[config.mk]
export PLATFORM = sky130hd
export DESIGN_NAME = mf3_median_pipe
export DESIGN_NICKNAME = d
export VERILOG_FILES = /design/src/sv/mf3_pkg.sv /design/src/sv/mf3_median_pipe.sv
export VERILOG_INCLUDE_DIRS = /design/src /design/src/sv
export SDC_FILE = /design/constraint.sdc
export NUM_CORES = 2
export LEC_CHECK = 0
export BUFFER_PORTS_ARGS = -buffer_cell sky130_fd_sc_hd__buf_2
export CELL_PAD_IN_SITES_DETAIL_PLACEMENT = 0
export CELL_PAD_IN_SITES_GLOBAL_PLACEMENT = 1
export CORE_AREA = 2 2 333 335
export CTS_CLUSTER_SIZE = 28
export DETAILED_ROUTE_END_ITERATION = 7
export DIE_AREA = 0 0 335 337
export GPL_TIMING_DRIVEN = 0
export MAX_ROUTING_LAYER = met4
export PLACE_DENSITY = 0.85
export SLEW_MARGIN = 20
export SYNTH_ARGS = -nofsm -noshare
export SYNTH_HDL_FRONTEND = slang
export SYNTH_SLANG_ARGS = --single-unit
[constraint.sdc]
create_clock -name clock -period 12.4 [get_ports clock]
set_input_delay 0.62 -clock clock [delete_from_list [all_inputs] [get_ports clock]]
set_output_delay 0.62 -clock clock [all_outputs]
set_load 0.05 [all_outputs]
[src/sv/median_3x3_filter_defines.svh]
// Assertion macros for the median filter.
// Define ASSERT_OFF to compile the checks away.
`ifndef MEDIAN_3X3_FILTER_DEFINES_SVH
`define MEDIAN_3X3_FILTER_DEFINES_SVH
`ifndef ASSERT_OFF
// Check a property on every rising clock edge outside reset
`define MF3_ASSERT(lbl, clk, rst, prop) \
   lbl: assert property (@(posedge clk) disable iff (rst) prop) \
      else $error("median filter check failed");
// Check a property on every rising clock edge, no reset qualifier
`define MF3_ASSERT_NR(lbl, clk, prop) \
   lbl: assert property (@(posedge clk) prop) \
      else $error("median filter check failed");
`else
`define MF3_ASSERT(lbl, clk, rst, prop)
`define MF3_ASSERT_NR(lbl, clk, prop)
`endif
`endif

[src/sv/mf3_pkg.sv]
`timescale 1ns / 1ps
package mf3_pkg;

   // Channels per pixel (red, green, blue, alpha from LSB up)
   localparam int NUM_CH = 4;

   // Size registers
   localparam int CFG_W     = 12;
   localparam int CSR_IDX_W = 2;
   localparam logic [CSR_IDX_W-1:0] CSR_WIDTH_IDX  = CSR_IDX_W'(0);
   localparam logic [CSR_IDX_W-1:0] CSR_HEIGHT_IDX = CSR_IDX_W'(1);
   localparam logic [CFG_W-1:0]     CFG_RESET      = CFG_W'(2048);

   // Coordinates and row counting
   localparam int COORD_W   = 11;
   localparam int ROW_W     = 11;
   localparam int ROW_LIMIT = 2048;

   // Coordinates and end marker that travel with each result
   typedef struct packed {
      logic [COORD_W-1:0] column;
      logic [COORD_W-1:0] row;
      logic               last_of_run;
   } tag_type;

endpackage

[src/sv/mf3_median_pipe.sv]
`timescale 1ns / 1ps
`include "median_3x3_filter_defines.svh"
module mf3_median_pipe
   import mf3_pkg::*;
#(
   parameter int CHANNEL_BITS = 8
) (
   input  logic                                         clock,
   input  logic                                         reset,
   input  logic                                         in_valid,
   output logic                                         in_ready,
   input  logic [2:0][2:0][NUM_CH*CHANNEL_BITS-1:0]     in_window,
   input  tag_type                                      in_tag,
   output logic                                         out_valid,
   input  logic                                         out_ready,
   output logic [NUM_CH-1:0][CHANNEL_BITS-1:0]          out_median,
   output tag_type                                      out_tag
);

   localparam int PIX_W = NUM_CH * CHANNEL_BITS;

   typedef logic [CHANNEL_BITS-1:0] chan_type;

   function automatic chan_type min2(input chan_type a, input chan_type b);
      return (a < b) ? a : b;
   endfunction

   function automatic chan_type max2(input chan_type a, input chan_type b);
      return (a < b) ? b : a;
   endfunction

   function automatic chan_type med3(input chan_type a, input chan_type b, input chan_type c);
      return max2(min2(a, b), min2(max2(a, b), c));
   endfunction

   // Sorted triple: index 0 low, 1 middle, 2 high
   function automatic logic [2:0][CHANNEL_BITS-1:0] sort3(input chan_type a, input chan_type b,
                                                          input chan_type c);
      chan_type                      l1;
      chan_type                      h1;
      chan_type                      m1;
      logic [2:0][CHANNEL_BITS-1:0]  s;
      l1   = min2(a, b);
      h1   = max2(a, b);
      m1   = min2(h1, c);
      s[2] = max2(h1, c);
      s[0] = min2(l1, m1);
      s[1] = max2(l1, m1);
      return s;
   endfunction

   // Stage registers
   logic                                        st0_v_ff;
   logic [2:0][2:0][PIX_W-1:0]                  st0_win_ff;
   tag_type                                     st0_tag_ff;
   logic                                        st1_v_ff;
   logic [NUM_CH-1:0][2:0][2:0][CHANNEL_BITS-1:0] st1_sort_ff;
   logic [NUM_CH-1:0][2:0][2:0][CHANNEL_BITS-1:0] st1_sort_in;
   tag_type                                     st1_tag_ff;
   logic                                        st2_v_ff;
   logic [NUM_CH-1:0][2:0][CHANNEL_BITS-1:0]    st2_part_ff;
   logic [NUM_CH-1:0][2:0][CHANNEL_BITS-1:0]    st2_part_in;
   tag_type                                     st2_tag_ff;
   logic                                        out_v_ff;
   logic [NUM_CH-1:0][CHANNEL_BITS-1:0]         out_med_ff;
   logic [NUM_CH-1:0][CHANNEL_BITS-1:0]         out_med_in;
   tag_type                                     out_tag_ff;

   logic out_free;
   logic st2_free;
   logic st1_free;
   logic st0_free;

   // A stage may load when it is empty or its content moves on
   assign out_free = !out_v_ff || out_ready;
   assign st2_free = !st2_v_ff || out_free;
   assign st1_free = !st1_v_ff || st2_free;
   assign st0_free = !st0_v_ff || st1_free;
   assign in_ready = st0_free;

   // Sort each column of each channel
   always_comb begin
      for (int ch = 0; ch < NUM_CH; ch++) begin
         for (int col = 0; col < 3; col++) begin
            st1_sort_in[ch][col] = sort3(st0_win_ff[col][0][ch*CHANNEL_BITS +: CHANNEL_BITS],
                                         st0_win_ff[col][1][ch*CHANNEL_BITS +: CHANNEL_BITS],
                                         st0_win_ff[col][2][ch*CHANNEL_BITS +: CHANNEL_BITS]);
         end
      end
   end

   // Max of lows, median of middles, min of highs
   always_comb begin
      for (int ch = 0; ch < NUM_CH; ch++) begin
         st2_part_in[ch][0] = max2(max2(st1_sort_ff[ch][0][0], st1_sort_ff[ch][1][0]),
                                   st1_sort_ff[ch][2][0]);
         st2_part_in[ch][1] = med3(st1_sort_ff[ch][0][1], st1_sort_ff[ch][1][1],
                                   st1_sort_ff[ch][2][1]);
         st2_part_in[ch][2] = min2(min2(st1_sort_ff[ch][0][2], st1_sort_ff[ch][1][2]),
                                   st1_sort_ff[ch][2][2]);
      end
   end

   // Median of the three partial results
   always_comb begin
      for (int ch = 0; ch < NUM_CH; ch++) begin
         out_med_in[ch] = med3(st2_part_ff[ch][0], st2_part_ff[ch][1], st2_part_ff[ch][2]);
      end
   end

   // Advance stage valids
   always_ff @(posedge clock) begin
      if (reset) begin
         st0_v_ff <= 1'b0;
         st1_v_ff <= 1'b0;
         st2_v_ff <= 1'b0;
         out_v_ff <= 1'b0;
      end else begin
         if (st0_free) begin
            st0_v_ff <= in_valid;
         end
         if (st1_free) begin
            st1_v_ff <= st0_v_ff;
         end
         if (st2_free) begin
            st2_v_ff <= st1_v_ff;
         end
         if (out_free) begin
            out_v_ff <= st2_v_ff;
         end
      end
   end

   // Advance stage payloads
   always_ff @(posedge clock) begin
      if (st0_free) begin
         st0_win_ff <= in_window;
         st0_tag_ff <= in_tag;
      end
      if (st1_free) begin
         st1_sort_ff <= st1_sort_in;
         st1_tag_ff  <= st0_tag_ff;
      end
      if (st2_free) begin
         st2_part_ff <= st2_part_in;
         st2_tag_ff  <= st1_tag_ff;
      end
      if (out_free) begin
         out_med_ff <= out_med_in;
         out_tag_ff <= st2_tag_ff;
      end
   end

   assign out_valid  = out_v_ff;
   assign out_median = out_med_ff;
   assign out_tag    = out_tag_ff;

   `MF3_ASSERT(a_accept_fills_stage, clock, reset, in_valid && in_ready |=> st0_v_ff)
   `MF3_ASSERT(a_stalled_stage_holds, clock, reset,
      st2_v_ff && !out_free |=> st2_v_ff && $stable(st2_tag_ff))
   `MF3_ASSERT(a_result_follows_stage, clock, reset,
      st2_v_ff && out_free |=> out_valid && (out_tag == $past(st2_tag_ff)))

endmodule

## Yosys cells after proc, flatten, opt, wreduce, memory -nomap -nowiden

Cells that the tools add are included.

- ROM bits: 0
- Bits in writable memories: 0
- Word-level logic and storage cells: 281
- Memories: 0
- Bits in latches: 0
- Bits of input ports: 315
- Register bits: 800
- Output and inout port bits: 57

- Equality and inequality tests: 0
- Order comparisons: 76
- Divide/modulo/power cells: 0
- Reductions and logical operators: 8
- Mux-type cells: 120
- Bitwise logic cells: 0
- Multiply operators: 0
- Shifts and indexed selects: 0
- $add $sub $neg: 0

Operator list:

| cell | number |
|---|---|
| $mux 8 | 120 |
| $lt 8x8->1 | 76 |
| $logic_not 1->1 | 4 |
| $logic_or 1x1->1 | 4 |

## Depth between registers and ports, before layout

- Depth in word-level cells: 6
- Mapped depth: 29
- Depth with buffers taken out: 24

## Worst setup path after synthesis

OpenSTA, ideal clock, no wires.

- Path type: register -> register
- From: reg out_v_ff, in the netlist out_valid
- To: reg st0_tag_ff[0] in the netlist's numbering, enable pin
- Stages on the path, launching flop included: 4
- Path buffers: 0
- Clock period less this slack: 8.907 ns
- Setup time: 2.449 ns
- Setup slack: 3.493 ns
- Data required time: 9.951 ns
- Arrival: 6.458 ns
- Path through: dfxtp_1 nor2b_1 and3_1 nand2_1

- Word-level cells in the longest chain between the ends: 5

Ends and longest elaborated chain:

| what | RTL line | text |
|---|---|---|
| start, declared | mf3_median_pipe.sv:64 | `logic out_v_ff;` |
| start signal, assigned | mf3_median_pipe.sv:129 | `out_v_ff <= st2_v_ff;` |
| $logic_not 1->1 | mf3_median_pipe.sv:75 | `assign out_free = !out_v_ff \|\| out_ready;` |
| $logic_or 1x1->1 | mf3_median_pipe.sv:75 |  |
| $logic_or 1x1->1 | mf3_median_pipe.sv:76 | `assign st2_free = !st2_v_ff \|\| out_free;` |
| $logic_or 1x1->1 | mf3_median_pipe.sv:77 | `assign st1_free = !st1_v_ff \|\| st2_free;` |
| $logic_or 1x1->1 | mf3_median_pipe.sv:78 | `assign st0_free = !st0_v_ff \|\| st1_free;` |
| net in_ready | mf3_median_pipe.sv:11 | `output logic in_ready,` |
| end signal, assigned | mf3_median_pipe.sv:138 | `st0_tag_ff <= in_tag;` |
| end, declared | mf3_median_pipe.sv:55 | `tag_type st0_tag_ff;` |

The timed path passes the listed nets, and every way through them passes these cells.
A chain may end at the register's enable or synchronous reset.

==> flow_summary.yaml <==
outcome:
  status: "finished clean"
die:
  coreArea_mm2: 0.110
  die_w_um: 335
  fp.dieH_um: 337
  die-area_mm2: 0.113
  fp-row-count: 122
  io_pins: 372
  start_util: 0.447
yosys:
  synth_cells: 4350
  yosys.area.top_type: "edfxtp_1"
  synthTopCellsByArea: "edfxtp_1, ha_1, mux2i_1"
  async_reset_ff_frac: 0
  syn_nets: 5197
  synth_edf_count: 796
  yosys_warnings: 0
  synth.avg_cell_area_um2: 11.3
  synth_cell_types: 80
  synth.top_cell.area_share: 0.488
  seq_area_frac_synth: 0.490
  synth_ff_type: "edfxtp_1"
  syn_area_mm2: 0.0489
  synth-seq-cells: 800
timing:
  min_period_ns: 6.97
  rsz0062_at_grt: "no"
  clock.fmax_mhz: 144
  hold_violations: 0
  whs_ns: 0.122
  min_period_over_period: 0.562
  relSlewSlack: 0.360
  setup_tns_ns: 0
  tightest_slew_ns: 0.936
  setup_violations: 0
  fin_skew_ns: 0.0278
  drv_slew: 0
critical_path:
  rr_startpoint: "st0_win_ff[205]$_DFFE_PP_"
  r2r_slack_ns: 5.43
  crit_type: "reg2reg"
  critPathRequiredTime_ns: 12.88
  cp-end-kind: "flip-flop"
  reg2reg_to: "st1_sort_ff[132]$_DFFE_PP_"
  arrival_ns: 7.44
  crit_path_start_kind: "flip-flop"
  worstRegToRegCells: 24
  critPathMaxFanout: 10
clocking:
  clock_latency_ns: 0.67
  post_cts_resized: 0
  htreeDepth: 3
  cts_hold_buf: 0
  cts_max_path_buffers: 3
  path_clk_slew_ns: 0.06
  cts_setup_buffers: 0
  cts-root-buf: "clkbuf_16"
  numClockSinks: 800
  cts_tree: "done"
  cts_buffers: 92
power_and_ir_drop:
  ir_drop_v: 0.000201
  internal_power_w: 0.00899
  pwr-share-comb: 0.535
  seqPwrFrac: 0.285
  clock_power_share: 0.180
  report.power.total_w: 0.0155
  p_sw_frac: 0.418
  switchingPower_w: 0.00646
  cellPowerDensity_mw_per_mm2: 276
  p_leak_nw: 25.6
placed_design:
  io_buffer_count: 371
  gp_congestion: 0.917
  dp_hpwl_mm: 89.8
  postPlaceCellArea_mm2: 0.0529
worst_hold_path:
  min_path_cells: 1
  holdPathEnd: "st0_win_ff[207]$_DFFE_PP_"
  hp-start: "in_window[207]"
  hp-class: "in2reg"
final_layout:
  syn2layout_area_growth_pct: 14.6
  layout.nets: 5674
  most-common-layout-cells: "edfxtp_1, inv_1, ha_1, buf_2, mux2i_1"
  nFillCells: 9679
  final_common_cell: "edfxtp_1"
  drive_gt1_frac: 0.171
  final_cell_area_mm2: 0.0561
detailed_routing:
  dr_total_vias: 33939
  routed-wl-met2_mm: 51.7
  drtIter0Drc: 2268
  ant_nets: 0
  vias_per_cell: 5.35
  drc: 0
  wl_per_cell_um: 18.1
  top_layer_used: "met4"
  wl_mm: 115
  met3_length_mm: 7.11
  dr.pass1.iters: 6
  wl_met1_mm: 53.3
grt:
  grtUsageTotal: 0.207
  grt_max_degree: 92
  grt_pass1_vias: 32910
  grt_pass1_wl_mm: 178
  antenna_found_initial: 18
  globalRoute.totalOverflow: 0
job:
  maxCapViolCount: 0
layer usage:
layer / vias to the layer above / GRT usage
met3: 149 / 0.0408
li1: 17006 / -
met5: - / -
met2: 812 / 0.321
met4: 0 / 0.0586
met1: 15972 / 0.275
power by group through the flow:
| stage | combinational, W | clock (W) | sequential, W |
|---|---|---|---|
| after global placement | 0.00801 | 0 | 0.00445 |
| after floorplan | 0.00607 | 0 | 0.00450 |
| after detailed placement | 0.00819 | 0 | 0.00447 |
| after global routing | 0.00937 | 0.00296 | 0.00448 |
| final | 0.00826 | 0.00278 | 0.00441 |
| after CTS | 0.00825 | 0.00285 | 0.00442 |
sequential cells by signal (all words and copies together), names as in the netlist:
signal / cells
st0_win_ff: 288
st1_sort_ff: 288
st2_part_ff: 96
out_median: 32
out_tag: 23
st0_tag_ff: 23
st1_tag_ff: 23
st2_tag_ff: 23
out_valid: 1
st0_v_ff: 1
st1_v_ff: 1
st2_v_ff: 1
layout make-up:
type / count / area [um2] / area share
sequential: 800 / 24000 / 0.428
multi-input combinational: 2868 / 22300 / 0.398
clock buffer: 106 / 2400 / 0.0427
inverter: 578 / 2180 / 0.0389
timing repair buffer: 383 / 2160 / 0.0386
tap: 1426 / 1780 / 0.0318
clock inverter: 66 / 712 / 0.0127
buffer: 104 / 467 / 0.00832
antenna: 17 / 42.5 / 0.000759
how the worst max path moves through the flow:
stage,endpoint,from,slack [ns]
finish,st1_sort_ff[132]$_DFFE_PP_,st0_win_ff[205]$_DFFE_PP_,5.43
global route,st2_part_ff[87]$_DFFE_PP_,st1_sort_ff[226]$_DFFE_PP_,4.90
CTS,st1_sort_ff[132]$_DFFE_PP_,st0_win_ff[205]$_DFFE_PP_,5.38
detailed placement,st1_sort_ff[132]$_DFFE_PP_,st0_win_ff[205]$_DFFE_PP_,5.47
global placement,in_ready,out_ready,0.33
floorplan,st0_tag_ff[0]$_DFFE_PP_,out_valid$_SDFFE_PP0P_,3.49
worst max-delay path: stages (launching register included):
cell and delay (ns):
edfxtp_1 0.41, ha_1 0.33, a21o_1 0.17, a21o_1 0.17, a21oi_1 0.14, o31a_1 0.14
buf_2 0.21, buf_1 0.54, mux2_2 0.43, ha_1 0.31, a21o_1 0.17, a21o_1 0.17
a21oi_1 0.28, a21boi_0 0.40, a41oi_2 0.20, buf_2 0.33, mux2i_1 0.35, ha_1 0.32
a21oi_1 0.15, nor2b_1 0.06, o21ai_0 0.14, o21ai_0 0.14, a211oi_2 0.61, buf_4 0.34
mux2i_1 0.26
metrics by stage:
| stage | instances | utilization | worst slack (ns) |
|---|---|---|---|
| 6_report | 6348 | 0.512 | 5.43 |
| 5_1_grt | 6346 | 0.511 | 4.90 |
| 4_1_cts | 6331 | 0.511 | 5.38 |
| 3_5_place_dp | 6159 | 0.483 | 5.47 |
| 3_3_place_gp | 6147 | 0.480 | 0.329 |
| 2_1_floorplan | 4350 | - | 3.49 |
cells in the mapped netlist (5+ instances only):
cell	count
edfxtp_1	796
inv_1	576
ha_1	532
mux2i_1	339
a21oi_1	338
nand2_1	282
o21ai_0	258
nor2_1	246
mux2_2	224
a21o_1	101
clkbuf_1	66
nand4_1	46
nand2b_1	41
a211oi_1	37
nand3_1	33
nor3_1	31
o21ai_1	30
nor2b_1	29
a2111oi_0	22
buf_2	21
and4_1	16
or3_1	16
o21bai_1	15
a221oi_1	14
a31oi_1	14
o2111ai_1	14
o221ai_1	13
a21oi_2	12
o211ai_1	12
nor4_1	11
o21a_1	11
and3_1	10
buf_1	9
mux2_1	9
a211o_1	8
o31ai_1	8
o22ai_1	7
or2_2	7
a41oi_1	5
buf_4	5
nor3b_1	5
nor4b_1	5
o31a_1	5
cell families (layout without fill, tap and decap cells):
group | after synthesis | after routing | synth area share
buffers and inverters | 682 | 1237 | 0.0539
adders and majority gates | 532 | 532 | 0.136
AOI/OAI and AO/OA | 967 | 967 | 0.122
DFF | 800 | 800 | 0.490
and+or+nand+nor | 797 | 797 | 0.0750
other | 0 | 17 | 0
muxes | 572 | 572 | 0.123
Note: power is estimated with default switching activity, not from simulation.
